===== src/rtl/core/slpt_pkg.sv =====
`timescale 1ns / 1ps
// ----------------------------------------------------------------------------
// slpt_pkg
// Shared widths, constants and the job record for the level/period tracker.
// ----------------------------------------------------------------------------
package slpt_pkg;

  localparam int SAMPLE_BITS = 12;
  localparam int TIME_BITS   = 32;
  localparam int COUNT_BITS  = 20;
  localparam int SUM_BITS    = 32;

  // Divider step counter: one quotient bit per cycle
  localparam int STEP_BITS   = $clog2(SUM_BITS);

  // Job queue between front and back
  localparam int QDEPTH      = 2;
  localparam int QPTR_BITS   = (QDEPTH > 1) ? $clog2(QDEPTH) : 1;
  localparam int QCNT_BITS   = $clog2(QDEPTH + 1);

  localparam logic [SAMPLE_BITS-1:0] LEVEL_TOP = {SAMPLE_BITS{1'b1}};
  localparam logic [COUNT_BITS-1:0]  COUNT_MAX = {COUNT_BITS{1'b1}};

  // Request codes
  localparam logic REQ_SAMPLE = 1'b0;
  localparam logic REQ_CLEAR  = 1'b1;

  // Statistics snapshot handed from front to back
  typedef struct packed {
    logic [SAMPLE_BITS-1:0] min_level;
    logic [SAMPLE_BITS-1:0] max_level;
    logic [TIME_BITS-1:0]   period_ms;
    logic                   crossed;
    logic [SUM_BITS-1:0]    sum;
    logic [COUNT_BITS-1:0]  count;
  } job_t;

endpackage


===== src/rtl/core/slpt_front.sv =====
`timescale 1ns / 1ps
// ----------------------------------------------------------------------------
// slpt_front
// Takes requests, updates running statistics and crossing state, emits jobs.
// ----------------------------------------------------------------------------
module slpt_front (
  input  logic                           clk,
  input  logic                           rst_n,
  input  logic                           push,
  output logic                           full,
  input  logic                           req_type,
  input  logic [slpt_pkg::SAMPLE_BITS-1:0] sample_value,
  input  logic [slpt_pkg::TIME_BITS-1:0]   time_ms,
  output logic                           job_push,
  output slpt_pkg::job_t                 job,
  input  logic                           job_full
);
  import slpt_pkg::*;

  logic [SAMPLE_BITS-1:0] low_r, low_nxt;
  logic [SAMPLE_BITS-1:0] high_r, high_nxt;
  logic [SUM_BITS-1:0]    sum_r, sum_nxt;
  logic [COUNT_BITS-1:0]  count_r, count_nxt;
  logic [SAMPLE_BITS-1:0] prev_r, prev_nxt;
  logic [TIME_BITS-1:0]   xtime_r, xtime_nxt;
  logic                   xseen_r, xseen_nxt;
  logic [TIME_BITS-1:0]   period_r, period_nxt;

  logic                   accept;
  logic [SAMPLE_BITS:0]   mid_sum;
  logic [SAMPLE_BITS-1:0] mid;
  logic                   hit;
  logic [SUM_BITS:0]      sum_add;
  logic                   can_add;

  assign full     = job_full;
  assign accept   = push && !job_full;
  assign job_push = accept;

  assign mid_sum = {1'b0, low_r} + {1'b0, high_r};
  assign mid     = mid_sum[SAMPLE_BITS:1];
  assign hit     = (count_r != '0) && (prev_r < mid) && (sample_value >= mid);
  assign sum_add = {1'b0, sum_r} + {{(SUM_BITS + 1 - SAMPLE_BITS){1'b0}}, sample_value};
  assign can_add = (count_r != COUNT_MAX) && !sum_add[SUM_BITS];

  always_comb begin
    low_nxt    = low_r;
    high_nxt   = high_r;
    sum_nxt    = sum_r;
    count_nxt  = count_r;
    prev_nxt   = prev_r;
    xtime_nxt  = xtime_r;
    xseen_nxt  = xseen_r;
    period_nxt = period_r;
    if (accept) begin
      if (req_type == REQ_CLEAR) begin
        low_nxt    = LEVEL_TOP;
        high_nxt   = '0;
        sum_nxt    = '0;
        count_nxt  = '0;
        xtime_nxt  = '0;
        xseen_nxt  = 1'b0;
        period_nxt = '0;
      end else begin
        if (hit) begin
          if (xseen_r) begin
            period_nxt = time_ms - xtime_r;
          end
          xtime_nxt = time_ms;
          xseen_nxt = 1'b1;
        end
        prev_nxt = sample_value;
        if (sample_value < low_r) begin
          low_nxt = sample_value;
        end
        if (sample_value > high_r) begin
          high_nxt = sample_value;
        end
        if (can_add) begin
          sum_nxt   = sum_add[SUM_BITS-1:0];
          count_nxt = count_r + 1'b1;
        end
      end
    end
  end

  always_comb begin
    job.min_level = low_nxt;
    job.max_level = high_nxt;
    job.period_ms = period_nxt;
    job.crossed   = (req_type == REQ_SAMPLE) && hit;
    job.sum       = sum_nxt;
    job.count     = count_nxt;
  end

  always_ff @(posedge clk) begin
    if (!rst_n) begin
      low_r    <= LEVEL_TOP;
      high_r   <= '0;
      sum_r    <= '0;
      count_r  <= '0;
      prev_r   <= '0;
      xtime_r  <= '0;
      xseen_r  <= 1'b0;
      period_r <= '0;
    end else begin
      low_r    <= low_nxt;
      high_r   <= high_nxt;
      sum_r    <= sum_nxt;
      count_r  <= count_nxt;
      prev_r   <= prev_nxt;
      xtime_r  <= xtime_nxt;
      xseen_r  <= xseen_nxt;
      period_r <= period_nxt;
    end
  end

endmodule


===== src/rtl/core/slpt_queue.sv =====
`timescale 1ns / 1ps
// ----------------------------------------------------------------------------
// slpt_queue
// Short job queue decoupling the front from the divider back end.
// ----------------------------------------------------------------------------
module slpt_queue (
  input  logic           clk,
  input  logic           rst_n,
  input  logic           push,
  input  slpt_pkg::job_t wr_data,
  output logic           full,
  input  logic           pop,
  output slpt_pkg::job_t rd_data,
  output logic           empty
);
  import slpt_pkg::*;

  job_t                 mem_r [QDEPTH];
  logic [QPTR_BITS-1:0] wr_ptr_r, wr_ptr_nxt;
  logic [QPTR_BITS-1:0] rd_ptr_r, rd_ptr_nxt;
  logic [QCNT_BITS-1:0] cnt_r, cnt_nxt;
  logic                 do_push, do_pop;

  assign full    = (cnt_r == QCNT_BITS'(QDEPTH));
  assign empty   = (cnt_r == '0);
  assign do_push = push && !full;
  assign do_pop  = pop && !empty;
  assign rd_data = mem_r[rd_ptr_r];

  always_comb begin
    wr_ptr_nxt = wr_ptr_r;
    rd_ptr_nxt = rd_ptr_r;
    cnt_nxt    = cnt_r;
    if (do_push) begin
      wr_ptr_nxt = (wr_ptr_r == QPTR_BITS'(QDEPTH - 1)) ? '0 : wr_ptr_r + 1'b1;
    end
    if (do_pop) begin
      rd_ptr_nxt = (rd_ptr_r == QPTR_BITS'(QDEPTH - 1)) ? '0 : rd_ptr_r + 1'b1;
    end
    if (do_push && !do_pop) begin
      cnt_nxt = cnt_r + 1'b1;
    end else if (do_pop && !do_push) begin
      cnt_nxt = cnt_r - 1'b1;
    end
  end

  always_ff @(posedge clk) begin
    if (!rst_n) begin
      wr_ptr_r <= '0;
      rd_ptr_r <= '0;
      cnt_r    <= '0;
    end else begin
      wr_ptr_r <= wr_ptr_nxt;
      rd_ptr_r <= rd_ptr_nxt;
      cnt_r    <= cnt_nxt;
    end
  end

  always_ff @(posedge clk) begin
    if (do_push) begin
      mem_r[wr_ptr_r] <= wr_data;
    end
  end

endmodule


===== src/rtl/core/slpt_back.sv =====
`timescale 1ns / 1ps
// ----------------------------------------------------------------------------
// slpt_back
// Serial restoring divider for the mean, plus the result register.
// ----------------------------------------------------------------------------
module slpt_back (
  input  logic                             clk,
  input  logic                             rst_n,
  input  logic                             q_empty,
  input  slpt_pkg::job_t                   q_data,
  output logic                             q_pop,
  output logic                             empty,
  input  logic                             pop,
  output logic [slpt_pkg::SAMPLE_BITS-1:0] min_level,
  output logic [slpt_pkg::SAMPLE_BITS-1:0] max_level,
  output logic [slpt_pkg::SAMPLE_BITS-1:0] mean_level,
  output logic [slpt_pkg::TIME_BITS-1:0]   period_ms,
  output logic                             crossed
);
  import slpt_pkg::*;

  localparam logic [1:0] ST_IDLE = 2'd0;
  localparam logic [1:0] ST_DIV  = 2'd1;
  localparam logic [1:0] ST_DONE = 2'd2;

  logic [1:0]            state_r, state_nxt;
  job_t                  job_r, job_nxt;
  logic [SUM_BITS-1:0]   quo_r, quo_nxt;
  logic [COUNT_BITS-1:0] rem_r, rem_nxt;
  logic [STEP_BITS-1:0]  step_r, step_nxt;

  logic                  out_valid_r, out_valid_nxt;
  logic [SAMPLE_BITS-1:0] min_r, max_r, mean_r;
  logic [TIME_BITS-1:0]  period_r;
  logic                  crossed_r;

  logic [COUNT_BITS:0]   shifted;
  logic [COUNT_BITS:0]   diff;
  logic                  ge;
  logic                  out_free;
  logic                  load_out;

  assign shifted  = {rem_r, quo_r[SUM_BITS-1]};
  assign diff     = shifted - {1'b0, job_r.count};
  assign ge       = (shifted >= {1'b0, job_r.count});
  assign out_free = !out_valid_r || pop;
  assign load_out = (state_r == ST_DONE) && out_free;
  assign q_pop    = (state_r == ST_IDLE) && !q_empty;

  always_comb begin
    state_nxt = state_r;
    job_nxt   = job_r;
    quo_nxt   = quo_r;
    rem_nxt   = rem_r;
    step_nxt  = step_r;
    unique case (state_r)
      ST_IDLE: begin
        if (!q_empty) begin
          job_nxt  = q_data;
          rem_nxt  = '0;
          step_nxt = '0;
          if (q_data.count == '0) begin
            quo_nxt   = '0;
            state_nxt = ST_DONE;
          end else begin
            quo_nxt   = q_data.sum;
            state_nxt = ST_DIV;
          end
        end
      end
      ST_DIV: begin
        quo_nxt = {quo_r[SUM_BITS-2:0], ge};
        rem_nxt = ge ? diff[COUNT_BITS-1:0] : shifted[COUNT_BITS-1:0];
        if (step_r == STEP_BITS'(SUM_BITS - 1)) begin
          state_nxt = ST_DONE;
        end else begin
          step_nxt = step_r + 1'b1;
        end
      end
      ST_DONE: begin
        if (out_free) begin
          state_nxt = ST_IDLE;
        end
      end
      default: begin
        state_nxt = ST_IDLE;
      end
    endcase
  end

  always_comb begin
    out_valid_nxt = out_valid_r;
    if (load_out) begin
      out_valid_nxt = 1'b1;
    end else if (pop) begin
      out_valid_nxt = 1'b0;
    end
  end

  always_ff @(posedge clk) begin
    if (!rst_n) begin
      state_r     <= ST_IDLE;
      out_valid_r <= 1'b0;
    end else begin
      state_r     <= state_nxt;
      out_valid_r <= out_valid_nxt;
    end
  end

  always_ff @(posedge clk) begin
    job_r  <= job_nxt;
    quo_r  <= quo_nxt;
    rem_r  <= rem_nxt;
    step_r <= step_nxt;
    if (load_out) begin
      min_r     <= job_r.min_level;
      max_r     <= job_r.max_level;
      mean_r    <= quo_r[SAMPLE_BITS-1:0];
      period_r  <= job_r.period_ms;
      crossed_r <= job_r.crossed;
    end
  end

  assign empty      = !out_valid_r;
  assign min_level  = min_r;
  assign max_level  = max_r;
  assign mean_level = mean_r;
  assign period_ms  = period_r;
  assign crossed    = crossed_r;

endmodule


===== src/rtl/core/signal_level_period_tracker_top.sv =====
`timescale 1ns / 1ps
// ----------------------------------------------------------------------------
// signal_level_period_tracker_top
// Running min/max/mean of ADC samples with rising midpoint crossing period.
// ----------------------------------------------------------------------------
//
//  channel  | handshake       | payload
//  ---------+-----------------+----------------------------------------------
//  in_      | in_push/in_full | req_type, sample_value[11:0], time_ms[31:0]
//  out_     | out_pop/out_empty | min/max/mean_level[11:0], period_ms, crossed
//
//  A request is taken by the front, which updates min, max, sum, count
//  and crossing state at once and queues a snapshot job.
//  The back runs a one-bit-per-cycle divider for the mean: a sample request
//  passes load, 32 divider steps and write-back, while a clear or an empty
//  set skips the divider steps. The serial divider sets the sustained rate.
//  Reset (rst_n low, synchronous) clears statistics, queue and result.
//  in_full rises when the two-entry job queue is full; a stalled out_pop
//  holds the result register and, behind it, the divider and the queue.
//
module signal_level_period_tracker_top (
  input  logic                             clk,
  input  logic                             rst_n,
  input  logic                             in_push,
  output logic                             in_full,
  input  logic                             in_req_type,
  input  logic [slpt_pkg::SAMPLE_BITS-1:0] in_sample_value,
  input  logic [slpt_pkg::TIME_BITS-1:0]   in_time_ms,
  output logic                             out_empty,
  input  logic                             out_pop,
  output logic [slpt_pkg::SAMPLE_BITS-1:0] out_min_level,
  output logic [slpt_pkg::SAMPLE_BITS-1:0] out_max_level,
  output logic [slpt_pkg::SAMPLE_BITS-1:0] out_mean_level,
  output logic [slpt_pkg::TIME_BITS-1:0]   out_period_ms,
  output logic                             out_crossed
);
  import slpt_pkg::*;

  // front -> queue
  logic job_push;
  job_t job_wr;
  logic q_full;

  // queue -> back
  logic q_pop;
  job_t job_rd;
  logic q_empty;

  slpt_front u_front (
    .clk          (clk),
    .rst_n        (rst_n),
    .push         (in_push),
    .full         (in_full),
    .req_type     (in_req_type),
    .sample_value (in_sample_value),
    .time_ms      (in_time_ms),
    .job_push     (job_push),
    .job          (job_wr),
    .job_full     (q_full)
  );

  slpt_queue u_queue (
    .clk     (clk),
    .rst_n   (rst_n),
    .push    (job_push),
    .wr_data (job_wr),
    .full    (q_full),
    .pop     (q_pop),
    .rd_data (job_rd),
    .empty   (q_empty)
  );

  slpt_back u_back (
    .clk        (clk),
    .rst_n      (rst_n),
    .q_empty    (q_empty),
    .q_data     (job_rd),
    .q_pop      (q_pop),
    .empty      (out_empty),
    .pop        (out_pop),
    .min_level  (out_min_level),
    .max_level  (out_max_level),
    .mean_level (out_mean_level),
    .period_ms  (out_period_ms),
    .crossed    (out_crossed)
  );

  // A crossing needs at least one earlier sample, so the marks are ordered
  a_cross_ordered: assert property (@(posedge clk) disable iff (!rst_n)
    (!out_empty && out_crossed) |-> (out_min_level <= out_max_level))
    else $error("crossing reported with unordered min/max");

  // With any sample held, the mean lies between min and max
  a_mean_in_range: assert property (@(posedge clk) disable iff (!rst_n)
    (!out_empty && (out_min_level <= out_max_level)) |->
      ((out_mean_level >= out_min_level) && (out_mean_level <= out_max_level)))
    else $error("mean outside min/max");

  // Queue cannot be both full and empty
  a_queue_flags: assert property (@(posedge clk) disable iff (!rst_n)
    !(q_full && q_empty))
    else $error("job queue flags inconsistent");

  // Reset leaves no result pending
  a_reset_empty: assert property (@(posedge clk)
    !rst_n |=> out_empty)
    else $error("result pending after reset");

endmodule

===== config.mk =====
export PLATFORM = sky130hd
export DESIGN_NAME = signal_level_period_tracker_top
export DESIGN_NICKNAME = d
export VERILOG_FILES = /design/src/rtl/core/slpt_pkg.sv /design/src/rtl/core/slpt_front.sv /design/src/rtl/core/slpt_queue.sv /design/src/rtl/core/slpt_back.sv /design/src/rtl/core/signal_level_period_tracker_top.sv
export SDC_FILE = /design/constraint.sdc
export NUM_CORES = 1
export LEC_CHECK = 0
export BUFFER_PORTS_ARGS = -buffer_cell sky130_fd_sc_hd__buf_2
export CELL_PAD_IN_SITES_DETAIL_PLACEMENT = 0
export CELL_PAD_IN_SITES_GLOBAL_PLACEMENT = 1
export CORE_UTILIZATION = 51
export CTS_CLUSTER_DIAMETER = 80
export CTS_CLUSTER_SIZE = 24
export DETAILED_ROUTE_END_ITERATION = 8
export HOLD_SLACK_MARGIN = 0.06
export PLACE_DENSITY = 0.85
export SYNTH_ARGS = -nofsm -noshare
export SYNTH_HDL_FRONTEND = slang
export SYNTH_HIERARCHICAL = 1
export SYNTH_SLANG_ARGS = --single-unit

===== constraint.sdc =====
create_clock -name clk -period 6.9 [get_ports clk]
set_input_delay 0.345 -clock clk [delete_from_list [all_inputs] [get_ports clk]]
set_output_delay 0.345 -clock clk [all_outputs]
set_load 0.02 [all_outputs]

==> flow_summary.yaml <==
finish:
  layout-drive-gt1-share_pct: 16.14
  nNetsFinal: 2454
  area_growth_pct: 10.09
  diodes: 0
flow_run:
  maxCapViolCount: 0
clock_network:
  numClockSinks: 582
  clkTransAtPathRegs_ns: 0.09
  clk_latency_ns: 0.59
  hold_buffers: 32
  htree_num_levels: 2
  cts_buffers: 34
  cts_tree: "done"
  root_buffer: "clkbuf_16"
  cts_max_path_buffers: 3
  cts_resized: 0
  cts_setup_buffers: 0
global_routing:
  track_usage_pct: 21.80
  grt_pass1_wl_um: 90740
  use_met1_pct: 29.15
  gr-max-usage-layer: "met2"
  grt_use_met3_pct: 3.460
  antenna_found_initial: 2
  grt_pass1_vias: 16740
  grt_max_degree: 70
  grt.overflow.total: 0
  use_met2_pct: 36.47
pwr:
  intPower_uw: 6993
  power.density_nw_per_um2: 361.4
  p_sw_uw: 3566
  power_frac_seq_pct: 48.6
  leakagePower_uw: 0.01093
  ir_worst_vdd_uv: 290.8
  combPwrFrac_pct: 30.6
  swShare_pct: 33.77
  power_uw: 10560
  p_clk_share_pct: 20.8
placement:
  pre_cts_slack_ns: 2.359
  portBuffers: 119
  globalplace.congestion: 0.8434
  dp_hpwl_um: 38660
yosys:
  yosys.area.top_type: "edfxtp_1"
  synthArstFlopShare_pct: 0
  ys_types: 86
  syn_area_um2: 26540
  synth_top_area_share_pct: 47.63
  netlist_instances: 2149
  synth_edf_count: 421
  ys_ff_latch: 582
  synth.avg_cell_area_um2: 12.35
  ys_top_cells_by_count: "421 x edfxtp_1, 210 x nand2_1, 161 x dfxtp_1"
  ys_seq_area_share_pct: 59.77
  yosys-top-cells-area: "edfxtp_1 48%, dfxtp_1 12%, ha_1 5.8%"
  yosys_warnings: 6
  synth_most_common_cell: "edfxtp_1"
  synth-main-ff-cell: "edfxtp_1"
  syn-num-nets: 2324
die:
  coreArea_um2: 51410
  ios: 120
  die_h_um: 230.1
  die_area_um2: 52960
  initial_core_util_pct: 51.63
  row_count: 83
  die_w_um: 230.1
timing:
  relSlewSlack_pct: 20.13
  period_share_pct: 66.44
  rsz0062_at_grt: "no"
  setup_viol: 0
  fin_worst_skew_ns: 0.04123
  finalSetupTns_ns: 0
  max_freq_ghz: 0.2181
  worstMarginPinSlew_ns: 1.194
  final-max-slew-violation-count: 0
  finalHoldViolations: 0
  fin_crit_ns: 4.585
  setup_ws_ns: 2.315
setup_path:
  criticalPathCategory: "register to register"
  critPathRequiredTime_ns: 7.41
  critPathMaxFanout: 29
  end_kind: "register"
  r2r_slack_ns: 2.32
  cp.arrival_ns: 5.09
  critPathLaunchType: "register"
routing:
  drtIter0Drc: 1109
  wl_um: 57680
  viasPerCell: 5.634
  first_pass_iters: 5
  vias: 16820
  wl_per_cell_um: 19.32
  drc: 0
  ant_nets: 0
status:
  status: "completed"
min_path:
  holdCritPathClass: "input port to register"
==> per-stage QoR <==
| stage | cells | cell area, µm² | hold slack [ns] | utilization (%) |
|---|---|---|---|---|
| after floorplan | 2149 | 26540 | 0.4003 | - |
| after global placement | 2891 | 27820 | 0.4001 | 54.11 |
| after detailed placement | 2891 | 27820 | 0.4045 | 54.11 |
| after CTS | 2985 | 29220 | 0.1093 | 56.85 |
| after global routing | 2985 | 29220 | 0.1244 | 56.85 |
| final | 2985 | 29220 | 0.1339 | 56.85 |
==> metal layers <==
layer	share of wire, %	wire [µm]	up-vias
li1	-	-	8105
met5	0.014	8	-
met4	2.6	1474	2
met2	48	27440	418
met3	5.0	2896	82
met1	45	25860	8209
==> power groups by stage <==
stage                     Clock, µW  Combinational (µW)  Sequential (µW)
after floorplan                   0                2380             5160
after CTS                      2250                3250             5140
after detailed placement          0                3210             5210
final                          2200                3230             5130
after global placement            0                3160             5180
after global routing           2360                3560             5200
==> cells by family (layout without fill, tap and decap cells) <==
| group | after synthesis | after routing | share of synthesized area (%) |
|---|---|---|---|
| buffers and inverters | 188 | 344 | 3.003 |
| muxes | 125 | 125 | 5.430 |
| DFF | 582 | 582 | 59.77 |
| AOI/OAI and AO/OA | 427 | 427 | 11.52 |
| xor gates and xnor gates | 101 | 101 | 3.333 |
| and+or+nand+nor | 599 | 599 | 10.85 |
| adders and majority gates | 127 | 127 | 6.095 |
==> registers in the layout, indices dropped and copies added, names as in the netlist, 20 cells and up, named ones only <==
signal	count
u_queue/mem_r	218
u_back/job_r	77
u_back/period_ms	32
u_back/quo_r	32
u_front/period_r	32
u_front/sum_r	32
u_front/xtime_r	32
u_back/rem_r	20
u_front/count_r	20
==> critical path, stage by stage, from the launching register on <==
cell,delay (ns)
dfxtp_1,0.35
ha_1,0.35
o21ai_1,0.09
a221oi_1,0.39
nor2_1,0.12
o21ai_0,0.22
xnor2_1,0.19
ha_1,0.29
a21oi_1,0.15
nor2b_1,0.06
o41ai_1,0.35
nand2b_1,0.11
maj3_2,0.35
o211ai_2,0.22
nand4_2,0.26
nor3_4,0.18
buf_4,0.42
a22o_1,0.25
and2_1,0.13
==> final cells by class <==
class	count	area (µm²)
multi-input cells	1379	9928
inverters	110	414.1
flip-flops and latches	582	15870
clock buffers	46	895.9
repair buffers	172	1074
fillers	4162	22180
clock inverters	16	190.2
well taps	680	850.8
==> cell usage in the layout, fill, tap and decap left out, drive strengths merged, types with 10 or more instances in the layout <==
master	instances
o21ai	95
or3	15
edfxtp	421
o22a	20
nor4	13
xnor2	65
nor2	151
nand3	38
nand4	19
a22o	65
buf	140
nor3	20
and2	48
xor2	36
inv	118
a21oi	111
a211oi	10
dfxtp	161
dlygate4sd3	32
ha	122
a21o	33
nand2	211
and3	20
clkbuf	46
nand2b	24
o21a	13
nor2b	17
mux2	122
==> path summary, 6_finish.rpt <==
kind	cells after the start	to	from
max	18	u_front/period_r[7]	u_front/low_r[3]
min	3	u_back/out_valid_r	out_pop
max reg2reg	18	u_front/period_r[7]	u_front/low_r[3]
min reg2reg	0	u_back/max_level[9]	u_back/job_r[94]
No activity file was read; power rests on OpenSTA's default activity.
